==> src/sv/fprm_pkg.sv <==
package fprm_pkg;

    // Event kinds carried in the input tuser.
    typedef enum logic [1:0] {
        OP_WRAP   = 2'd0,
        OP_PULSE  = 2'd1,
        OP_TICK   = 2'd2,
        OP_REPORT = 2'd3
    } t_opcode;

    // Configuration register indexes.
    localparam logic [2:0] CFG_PULSE_VOL  = 3'd0;
    localparam logic [2:0] CFG_WRAP_STEP  = 3'd1;
    localparam logic [2:0] CFG_MIN_WINDOW = 3'd2;
    localparam logic [2:0] CFG_NO_FLOW    = 3'd3;
    localparam logic [2:0] CFG_NO_TICKS   = 3'd4;
    localparam logic [2:0] CFG_OFF_FLOW   = 3'd5;
    localparam logic [2:0] CFG_OFF_TICKS  = 3'd6;

    // Register reset values.
    localparam logic [7:0]  RST_PULSE_VOL  = 8'd2;
    localparam logic [15:0] RST_WRAP_STEP  = 16'd65000;
    localparam logic [15:0] RST_MIN_WINDOW = 16'd300;
    localparam logic [15:0] RST_NO_FLOW    = 16'd500;
    localparam logic [15:0] RST_NO_TICKS   = 16'd300;
    localparam logic [15:0] RST_OFF_FLOW   = 16'd400;
    localparam logic [15:0] RST_OFF_TICKS  = 16'd250;

    // Divider: quotient width and index of the last step.
    localparam int DIV_W = 30;
    localparam logic [4:0] DIV_LAST = 5'(DIV_W - 1);

    // Reciprocal of 81 scaled by 2^37; exact for every dividend below 2^30.
    localparam logic [30:0] FLOW_RECIP = 31'd1696777204;
    localparam int FLOW_SHIFT = 37;

    // Stream widths.
    localparam int IN_DATA_W  = 24;
    localparam int OUT_DATA_W = 96;

    typedef enum logic [2:0] {
        ST_IDLE,
        ST_MEASURE,
        ST_DIV_RATE,
        ST_RATE,
        ST_DIV_FLOW,
        ST_FLOW,
        ST_SUPERVISE,
        ST_DONE
    } t_state;

    // Saturating 16-bit increment.
    function automatic logic [15:0] bump16(input logic [15:0] v);
        return (v == 16'hFFFF) ? v : v + 16'd1;
    endfunction

endpackage

==> src/sv/flow_pulse_rate_monitor.sv <==
// Wrap, pulse and report beats go from ST_IDLE to ST_DONE; a stalled result beat holds ST_DONE.
// Rate tick with a window: ST_MEASURE, the 30-step pass of the divider in ST_DIV_RATE
// (count*1000 over the window), ST_RATE, a reciprocal multiply for the scaling by 81 in
// ST_DIV_FLOW, ST_FLOW and ST_SUPERVISE; a tick without a window skips to ST_SUPERVISE.
// The block takes one item at a time; the output register frees the next input beat early.
// Synchronous active-low reset restores register defaults and clears all measurement state.
module flow_pulse_rate_monitor
    import fprm_pkg::*;
(
    input  logic                  i_clk,
    input  logic                  i_rst_n,
    // Configuration write channel.
    input  logic                  i_cfg_valid,
    output logic                  o_cfg_ready,
    input  logic [2:0]            i_cfg_index,
    input  logic [15:0]           i_cfg_data,
    // Input stream.
    input  logic                  s_axis_tvalid,
    output logic                  s_axis_tready,
    // tdata: capture_value[15:0], inlet_open[16], zero[23:17]
    input  logic [IN_DATA_W-1:0]  s_axis_tdata,
    // tuser: opcode[1:0]
    input  logic [1:0]            s_axis_tuser,
    // Output stream.
    output logic                  m_axis_tvalid,
    input  logic                  m_axis_tready,
    // tdata: flow_ml_per_min[31:0], pulse_rate_hz[63:32], no_water_flag[64],
    //        no_water_event[65], not_off_event[66], volume_ml[90:67],
    //        volume_valid[91], zero[95:92]
    output logic [OUT_DATA_W-1:0] m_axis_tdata
);

    // Control and measurement state.
    t_state      r_state, n_state;
    logic        r_ovalid, n_ovalid;
    logic [7:0]  r_pvol;
    logic [15:0] r_wrap, r_minwin, r_nfl, r_nft, r_ofl, r_oct;
    logic [31:0] r_time, n_time;
    logic [31:0] r_first, n_first;
    logic [31:0] r_last, n_last;
    logic [15:0] r_count, n_count;
    logic [31:0] r_vacc, n_vacc;
    logic [31:0] r_flow, n_flow;
    logic [31:0] r_rate, n_rate;
    logic [15:0] r_lft, n_lft;
    logic [15:0] r_ct, n_ct;
    logic        r_wm, n_wm;

    // Per-item working registers and the divider.
    logic        r_inlet, n_inlet;
    logic        r_nwe, n_nwe;
    logic        r_offe, n_offe;
    logic [23:0] r_rvol, n_rvol;
    logic        r_rvalid, n_rvalid;
    logic [DIV_W-1:0] r_dq, n_dq;
    logic [31:0] r_rem, n_rem;
    logic [31:0] r_dsr, n_dsr;
    logic [4:0]  r_cnt, n_cnt;
    logic [OUT_DATA_W-1:0] r_odata, n_odata;

    // Combinational helpers.
    logic [32:0] w_trial;
    logic        w_ge;
    logic [32:0] w_diff;
    logic [31:0] w_stamp;
    logic [31:0] w_window;
    logic [25:0] w_scaled_count;
    logic [DIV_W-1:0] w_flow_num;
    logic [60:0] w_recip;
    logic [39:0] w_prod;
    logic [15:0] w_low, w_closed;
    t_opcode     w_op;

    assign o_cfg_ready   = 1'b1;
    assign s_axis_tready = (r_state == ST_IDLE);
    assign m_axis_tvalid = r_ovalid;
    assign m_axis_tdata  = r_odata;
    assign w_op          = t_opcode'(s_axis_tuser);

    // One restoring division step: shift in the next dividend bit and try to subtract.
    assign w_trial = {r_rem, r_dq[DIV_W-1]};
    assign w_ge    = (w_trial >= {1'b0, r_dsr});
    assign w_diff  = w_trial - {1'b0, r_dsr};

    assign w_stamp        = r_time + 32'(s_axis_tdata[15:0]);
    assign w_window       = r_last - r_first;
    assign w_scaled_count = 26'(r_count) * 26'd1000;
    assign w_flow_num     = (r_dq + DIV_W'(5)) * DIV_W'(10);
    assign w_recip        = 61'(r_dq) * 61'(FLOW_RECIP);
    assign w_prod         = 40'(r_dq) * 40'd1000;
    assign w_low          = bump16(r_lft);
    assign w_closed       = bump16(r_ct);

    // Sequencer: next state, state updates and divider control.
    always_comb begin
        n_state  = r_state;
        n_ovalid = r_ovalid && !m_axis_tready;
        n_time   = r_time;
        n_first  = r_first;
        n_last   = r_last;
        n_count  = r_count;
        n_vacc   = r_vacc;
        n_flow   = r_flow;
        n_rate   = r_rate;
        n_lft    = r_lft;
        n_ct     = r_ct;
        n_wm     = r_wm;
        n_inlet  = r_inlet;
        n_nwe    = r_nwe;
        n_offe   = r_offe;
        n_rvol   = r_rvol;
        n_rvalid = r_rvalid;
        n_dq     = r_dq;
        n_rem    = r_rem;
        n_dsr    = r_dsr;
        n_cnt    = r_cnt;
        n_odata  = r_odata;

        case (r_state)
            ST_IDLE: begin
                if (s_axis_tvalid) begin
                    n_nwe    = 1'b0;
                    n_offe   = 1'b0;
                    n_rvol   = '0;
                    n_rvalid = 1'b0;
                    n_inlet  = s_axis_tdata[16];
                    n_state  = ST_DONE;
                    case (w_op)
                        OP_WRAP: begin
                            n_time = r_time + 32'(r_wrap);
                        end
                        OP_PULSE: begin
                            n_vacc = r_vacc + 32'(r_pvol);
                            if (r_first == '0) begin
                                n_first = w_stamp;
                            end
                            n_last  = w_stamp;
                            n_count = bump16(r_count);
                        end
                        OP_TICK: begin
                            n_state = ST_MEASURE;
                        end
                        OP_REPORT: begin
                            n_rvol   = r_vacc[23:0];
                            n_rvalid = (r_vacc != '0);
                            n_vacc   = '0;
                        end
                        default: begin
                            n_state = ST_DONE;
                        end
                    endcase
                end
            end

            // Close the window and start the rate division if there is one.
            ST_MEASURE: begin
                if (r_count <= 16'd1) begin
                    n_flow  = '0;
                    n_state = ST_SUPERVISE;
                end else begin
                    n_first = (w_window < 32'(r_minwin)) ? '0 : r_last;
                    n_last  = '0;
                    n_count = '0;
                    if (w_window == '0) begin
                        n_rate  = '0;
                        n_flow  = '0;
                        n_state = ST_SUPERVISE;
                    end else begin
                        n_dq    = DIV_W'(w_scaled_count);
                        n_rem   = '0;
                        n_dsr   = w_window;
                        n_cnt   = DIV_LAST;
                        n_state = ST_DIV_RATE;
                    end
                end
            end

            ST_DIV_RATE: begin
                n_rem = w_ge ? w_diff[31:0] : w_trial[31:0];
                n_dq  = {r_dq[DIV_W-2:0], w_ge};
                n_cnt = r_cnt - 5'd1;
                if (r_cnt == '0) begin
                    n_state = ST_RATE;
                end
            end

            // Store the rate and form the scaled rate for the division by 81.
            ST_RATE: begin
                n_rate  = 32'(r_dq);
                n_dq    = w_flow_num;
                n_state = ST_DIV_FLOW;
            end

            // Divide by 81 with a reciprocal multiply and a shift.
            ST_DIV_FLOW: begin
                n_dq    = DIV_W'(w_recip >> FLOW_SHIFT);
                n_state = ST_FLOW;
            end

            ST_FLOW: begin
                n_flow  = (w_prod[39:32] != '0) ? 32'hFFFF_FFFF : w_prod[31:0];
                n_state = ST_SUPERVISE;
            end

            // No-water supervision with the inlet open, valve-not-off check when closed.
            ST_SUPERVISE: begin
                if (r_inlet) begin
                    if (r_flow < 32'(r_nfl)) begin
                        if (w_low > r_nft) begin
                            n_wm  = 1'b1;
                            n_nwe = 1'b1;
                            n_lft = '0;
                        end else begin
                            n_lft = w_low;
                        end
                    end else begin
                        n_lft = '0;
                        n_wm  = 1'b0;
                    end
                end else begin
                    if (w_closed > r_oct) begin
                        n_offe = (r_flow > 32'(r_ofl));
                        n_ct   = '0;
                    end else begin
                        n_ct = w_closed;
                    end
                end
                n_state = ST_DONE;
            end

            // Hand the result to the output register once it is free.
            ST_DONE: begin
                if (!r_ovalid || m_axis_tready) begin
                    n_odata  = {4'd0, r_rvalid, r_rvol, r_offe, r_nwe, r_wm, r_rate, r_flow};
                    n_ovalid = 1'b1;
                    n_state  = ST_IDLE;
                end
            end

            default: begin
                n_state = ST_IDLE;
            end
        endcase
    end

    // State register, configuration registers and measurement state.
    always_ff @(posedge i_clk) begin
        if (!i_rst_n) begin
            r_state  <= ST_IDLE;
            r_ovalid <= 1'b0;
            r_pvol   <= RST_PULSE_VOL;
            r_wrap   <= RST_WRAP_STEP;
            r_minwin <= RST_MIN_WINDOW;
            r_nfl    <= RST_NO_FLOW;
            r_nft    <= RST_NO_TICKS;
            r_ofl    <= RST_OFF_FLOW;
            r_oct    <= RST_OFF_TICKS;
            r_time   <= '0;
            r_first  <= '0;
            r_last   <= '0;
            r_count  <= '0;
            r_vacc   <= '0;
            r_flow   <= '0;
            r_rate   <= '0;
            r_lft    <= '0;
            r_ct     <= '0;
            r_wm     <= 1'b0;
        end else begin
            r_state  <= n_state;
            r_ovalid <= n_ovalid;
            r_time   <= n_time;
            r_first  <= n_first;
            r_last   <= n_last;
            r_count  <= n_count;
            r_vacc   <= n_vacc;
            r_flow   <= n_flow;
            r_rate   <= n_rate;
            r_lft    <= n_lft;
            r_ct     <= n_ct;
            r_wm     <= n_wm;
            if (i_cfg_valid) begin
                case (i_cfg_index)
                    CFG_PULSE_VOL:  r_pvol   <= i_cfg_data[7:0];
                    CFG_WRAP_STEP:  r_wrap   <= i_cfg_data;
                    CFG_MIN_WINDOW: r_minwin <= i_cfg_data;
                    CFG_NO_FLOW:    r_nfl    <= i_cfg_data;
                    CFG_NO_TICKS:   r_nft    <= i_cfg_data;
                    CFG_OFF_FLOW:   r_ofl    <= i_cfg_data;
                    CFG_OFF_TICKS:  r_oct    <= i_cfg_data;
                    default: begin
                    end
                endcase
            end
        end
    end

    // Working registers, divider and output payload.
    always_ff @(posedge i_clk) begin
        r_inlet  <= n_inlet;
        r_nwe    <= n_nwe;
        r_offe   <= n_offe;
        r_rvol   <= n_rvol;
        r_rvalid <= n_rvalid;
        r_dq     <= n_dq;
        r_rem    <= n_rem;
        r_dsr    <= n_dsr;
        r_cnt    <= n_cnt;
        r_odata  <= n_odata;
    end

endmodule

==> config.mk <==
export PLATFORM = sky130hd
export DESIGN_NAME = flow_pulse_rate_monitor
export DESIGN_NICKNAME = d
export VERILOG_FILES = /design/src/sv/fprm_pkg.sv /design/src/sv/flow_pulse_rate_monitor.sv
export SDC_FILE = /design/constraint.sdc
export NUM_CORES = 2
export LEC_CHECK = 0
export BUFFER_PORTS_ARGS = -buffer_cell sky130_fd_sc_hd__buf_2
export CAP_MARGIN = 20
export CORE_AREA = 2 2 298 271
export CTS_BUF_LIST = sky130_fd_sc_hd__clkbuf_4
export CTS_CLUSTER_DIAMETER = 40
export DETAILED_ROUTE_END_ITERATION = 6
export DIE_AREA = 0 0 300 273
export GPL_TIMING_DRIVEN = 0
export PLACE_DENSITY = 0.84
export REMOVE_ABC_BUFFERS = 1
export SLEW_MARGIN = 20
export SYNTH_ARGS = -nofsm -noshare
export SYNTH_HDL_FRONTEND = slang
export SYNTH_SLANG_ARGS = --single-unit
==> constraint.sdc <==
create_clock -name i_clk -period 10.2 [get_ports i_clk]
set_input_delay 1.53 -clock i_clk [delete_from_list [all_inputs] [get_ports i_clk]]
set_output_delay 1.53 -clock i_clk [all_outputs]
set_load 0.03 [all_outputs]
# Yosys cells after proc, flatten, opt, wreduce, memory -nomap -nowiden
# Cells that the tools add are included.
[classes]
add_sub_neg = 10
mul = 4
order_cmp = 7
eq_ne = 35
n_mux = 55
bitwise_logic = 3
reduce_logical = 44
[op_table]
columns = ["cell", "count"]
rows = [
  ["32-bit 2-to-1 mux", 15],
  ["32-bit one-hot mux with 2 select lines", 6],
  ["16-bit 2-to-1 mux", 9],
  ["30-bit one-hot mux with 4 select lines", 1],
  ["32-bit by 16-bit adder with 32-bit output", 2],
  ["32-bit logical NOT", 2],
  ["32-bit by 16-bit less-than comparator with 1-bit output", 2],
  ["32-bit subtractor", 2],
  ["30-bit 2-to-1 mux", 2],
  ["30-bit by 29-bit multiplier with 59-bit output (second input constant)", 1],
  ["16-bit by 1-bit adder with 16-bit output (second input constant)", 3],
  ["16-bit == test (second input constant)", 3],
  ["30-bit by 7-bit multiplier with 37-bit output (second input constant)", 1],
  ["33-bit by 32-bit >= comparator with 1-bit output", 1],
  ["32-bit by 8-bit adder with 32-bit output", 1],
  ["16-bit > comparator", 2],
  ["32-bit by 16-bit > comparator with 1-bit output", 1],
  ["16-bit one-hot mux with 2 select lines", 1],
  ["32-bit nonzero test", 1],
  ["30-bit by 3-bit adder with 30-bit output (second input constant)", 1],
  ["30-bit by 3-bit multiplier with 29-bit output (second input constant)", 1],
  ["2-bit inequality test (second input constant)", 12],
  ["3-bit one-hot mux with 8 select lines", 1],
  ["2-bit AND reduction", 12],
  ["other kinds (28)", 75],
]
[word_totals]
ff_bits = 568
inputBits = 50
output_inout_bits = 99
elab_cells = 187

# Logic depth before layout (Yosys ltp)
[depth]
ltp_word = 7
mapped_depth = 27

# Worst setup path before layout
# Ideal clock, no wire load.
[synth_timing]
kind = "flip-flop to flip-flop"
start = "reg r_dq[2]"
end = "reg r_dq[23], data pin"
setup_ns = 0.270
arrival_time_ns = 7.139
t_required_ns = 9.930
setup_slack_ns = 2.791
path_stages_with_launch = 27
path_buffers = 0
path_cell_list = "edfxtp_1 inv_1 ha_1 xnor2_1 ha_1 fa_1 inv_1 fa_1 fa_1 inv_1 fa_1 fa_1 inv_1 fa_1 inv_1 ha_1 and4_1 nand3_1 a2111o_1 a21oi_1 o211ai_1 a31oi_1 o2111ai_1 o21ai_0 a41oi_1 mux2_2 a21oi_1"
[synth_between]
elab_chain_len = 3
elab_cells_between_ends = 4
cone_classes = "add/sub: 1; mul: 2; mux: 1"
[synth_lines]
columns = ["item", "line_no", "text"]
rows = [
  ["from (decl)", "flow_pulse_rate_monitor.sv:55", "logic [DIV_W-1:0] r_dq, n_dq;"],
  ["from (signal assigned)", "flow_pulse_rate_monitor.sv:304", "r_dq <= n_dq;"],
  ["30-bit by 3-bit adder with 30-bit output", "flow_pulse_rate_monitor.sv:88", "assign w_flow_num = (r_dq + DIV_W'(5)) * DIV_W'(10);"],
  ["30-bit by 3-bit multiplier with 29-bit output", "flow_pulse_rate_monitor.sv:88", ""],
  ["30-bit one-hot mux with 4 select lines (*)", "flow_pulse_rate_monitor.sv:119", "case (r_state)"],
  ["net n_dq[23]", "flow_pulse_rate_monitor.sv:55", ""],
]
# The timed path passes the listed nets; every way through them passes the cells marked *.
# A chain may end at the register's enable or synchronous reset.

# Worst setup path after layout
[layout_timing]
start = "reg r_dq[1]"
end = "reg r_dq[21], data pin"
# The elaborated chain is that of the path after synthesis.

==> reports/results.tsv <==
stage	metric	value	unit
cts	CTS tree	built	
critical_path	crit path DAT	10.29	ns
grt	largest net degree at the start of global routing	144	
sta	Final Hold Violating Endpoints	0	
sta	Final Skew	0.0854	ns
final_layout	final net count	6814	
sta	relative max-transition margin	22.1	%
floorplan	I/O pins	149	
place	area post-placement	53500	um^2
run	max-cap check violation count	0	
grt	total gr overflow	0	
grt	number of global-route vias before repair	40900	
routing	DR vias	40800	
place	Final Wtd Congestion	1.05	
cts	CTS root buf	clkbuf_4	
yosys	cell accounting for the most synthesized area	ha_1	
routing	DRT Pass-1 Iters	7	
sta	post-route clock period utilization	94.0	%
sta	Pins Over Slew Limit	0	
critical_path	Max FO, Critical Path	13	
place	final HPWL from detailed placement	106000	um
min_path	Worst Hold Class	reg -> reg	
routing	DR iter-0 viols	3580	
floorplan	die area	81900	um^2
sta	RSZ-0062 raised after global routing	no	
sta	Setup TNS	0	ns
final_layout	share of cells above drive strength 1	8.33	%
final_layout	Final Util	70.6	%
critical_path	CP dominant cell by count	fa_1	
yosys	Synth Warn #	0	
critical_path	Critical Path Max Stage Delay	1.13	ns
final_layout	Area Overhead vs Synth	7.82	%
grt	global-route wire length before repair	216000	um
final_layout	FILL cells	5933	
sta	Tmin final	9.59	ns
critical_path	critical path type	reg -> reg	
final_layout	post-route design area	55600	um^2
cts	Num CTS Buffers	149	
yosys	Avg Cell Area, Syn	9.46	um^2
cts	clock buffer depth	3	
yosys	number of synthesized flops with an enable pin	215	
routing	Avg Vias per Cell	6.03	
floorplan	die width	300	um
yosys	post-synth cell types	85	
cts	post-cts repair resize count	0	
cts	worst skew pair latency	1.05	ns
yosys	Synth Flop Type	dfxtp_1	
yosys	async set-reset flop share out of synthesis	0	%
yosys	Synth Instances	5451	
critical_path	CP Capture Type	flip-flop	
yosys	top-area cell type share of the netlist area	17.5	%
sta	Worst-Margin Slew	1.17	ns
cts	Post-CTS Setup Bufs	0	
yosys	Seq/Total Area, Yosys	25.9	%
sta	Hold Slack	0.416	ns
grt	initial antenna violation count	5	
yosys	Seq cells post-synth	560	
routing	Final ANT Viol Nets	0	
floorplan	CORE AREA	78700	um^2
place	# port buffers	134	
cts	H-tree Lvls	4	
cts	CTS clk-pin slew, worst paths	0.07	ns
routing	final wirelength	136000	um
floorplan	row cnt	98	
critical_path	Worst setup SP type	flip-flop	
routing	post-DR wirelength/cell	20.0	um
cts	Clock Sink Count	560	
sta	final setup violating endpoints	0	
critical_path	Critical Path RT	10.90	ns
critical_path	slowest stage cell, crit path	edfxtp_1	
yosys	top post-synthesis cells by area	ha_1 17%, fa_1 17%, dfxtp_1 13%, edfxtp_1 13%, inv_1 5.7%	
sta	Max Clock Freq	104	MHz
floorplan	starting density of the core	65.5	%
status	status	completed	
final_layout	most frequent cells in the layout	786 x inv_1, 720 x ha_1, 466 x nand2_1	
floorplan	die height	273	um
yosys	post-synthesis cell area	51600	um^2
cts	# hold bufs at CTS	0	
final_layout	most common cell after layout, fill and taps aside	inv_1	
routing	remaining routing DRC violations	0	
grt	Overall Global Routing Usage	33.4	%
## flip-flops by register name (all words and copies together), names as in the netlist, 30 cells and up
| name | count |
|---|---|
| m_axis_tdata | 88 |
| r_dq | 30 |
| r_dsr | 32 |
| r_first | 32 |
| r_flow | 30 |
| r_last | 32 |
| r_rate | 30 |
| r_rem | 32 |
| r_time | 32 |
| r_vacc | 32 |
## stage by stage
stage                     std cells  setup WS, ns
after CTS                      6772         0.706
after detailed placement       6500         0.754
after floorplan                5288          2.78
after global routing           6775         0.337
after global placement         6472         0.650
final                          6775         0.613
## cell families (layout without fill, tap and decap cells)
group,after synthesis,count (layout),share of synthesized area [%]
and+or+nand+nor,1367,1367,12.9
adders and majority gates,1162,1162,34.6
AOI/OAI and AO/OA,1086,1086,14.0
buffers and inverters,955,1222,7.07
DFF,560,560,25.9
xor gates and xnor gates,287,287,4.88
muxes,32,32,0.629
other,2,9,0.0146
## worst max-delay path: cells and delay by family (launching register included)
family,cells,cell delay [ns]
fa+ha+maj,9,4.52
compound gates,8,2.49
flops,1,1.13
xor+xnor,2,0.55
simple gates,2,0.37
buf+inv,4,0.22
## Yosys cell counts, types with 19 or more instances
cell type  count
a211oi_1      38
a21boi_0     121
a21o_1        92
a21oi_1      246
a221o_1       31
a22oi_1       32
a31oi_1       36
a32oi_1       32
and2_1        42
and3_1        62
clkbuf_1     144
dfxtp_1      345
edfxtp_1     215
fa_1         442
ha_1         720
inv_1        787
mux2i_1       29
nand2_1      467
nand2b_1      42
nand3_1      135
nand3b_1      34
nand4_1       53
nor2_1       265
nor2b_1       69
nor3_1        61
nor4_1        36
o211ai_1      39
o21a_1        49
o21ai_0      222
o21bai_1      20
or2_2         19
or3_1         34
xnor2_1      186
xor2_1       101
## final timing paths
| check | start | endpoint | slack [ns] | cells past startpoint |
|---|---|---|---|---|
| worst max-delay path | r_dq[1] | r_dq[21] | 0.61 | 25 |
| worst min-delay path | r_rvol[5] | m_axis_tdata[72] | 0.42 | 0 |
| worst max register to register | r_dq[1] | r_dq[21] | 0.61 | 25 |
| worst min register to register | r_rvol[5] | m_axis_tdata[72] | 0.42 | 0 |
## metal layers
metal  routed length (um)  GRT usage, %  part of all wire [%]
met2                62100          53.7                    46
met4                 5610          13.7                   4.1
met5                   41             0                 0.030
met3                12400          8.03                   9.1
met1                55500          43.4                    41
## cell type report
class	count	area [um^2]	share of cell area [%]
multi-input cells	3941	34700	62.5
flip-flops and latches	560	13400	24.0
repair buffers	163	1200	2.16
clock buffers	220	1650	2.97
well taps	1050	1310	2.36
diodes	2	5.00	0.00900
clock inverters	52	372	0.668
inverters	787	2950	5.31
Power is not shown: default switching activity piles up to over one toggle a cycle in this logic, so the estimate is an artifact.
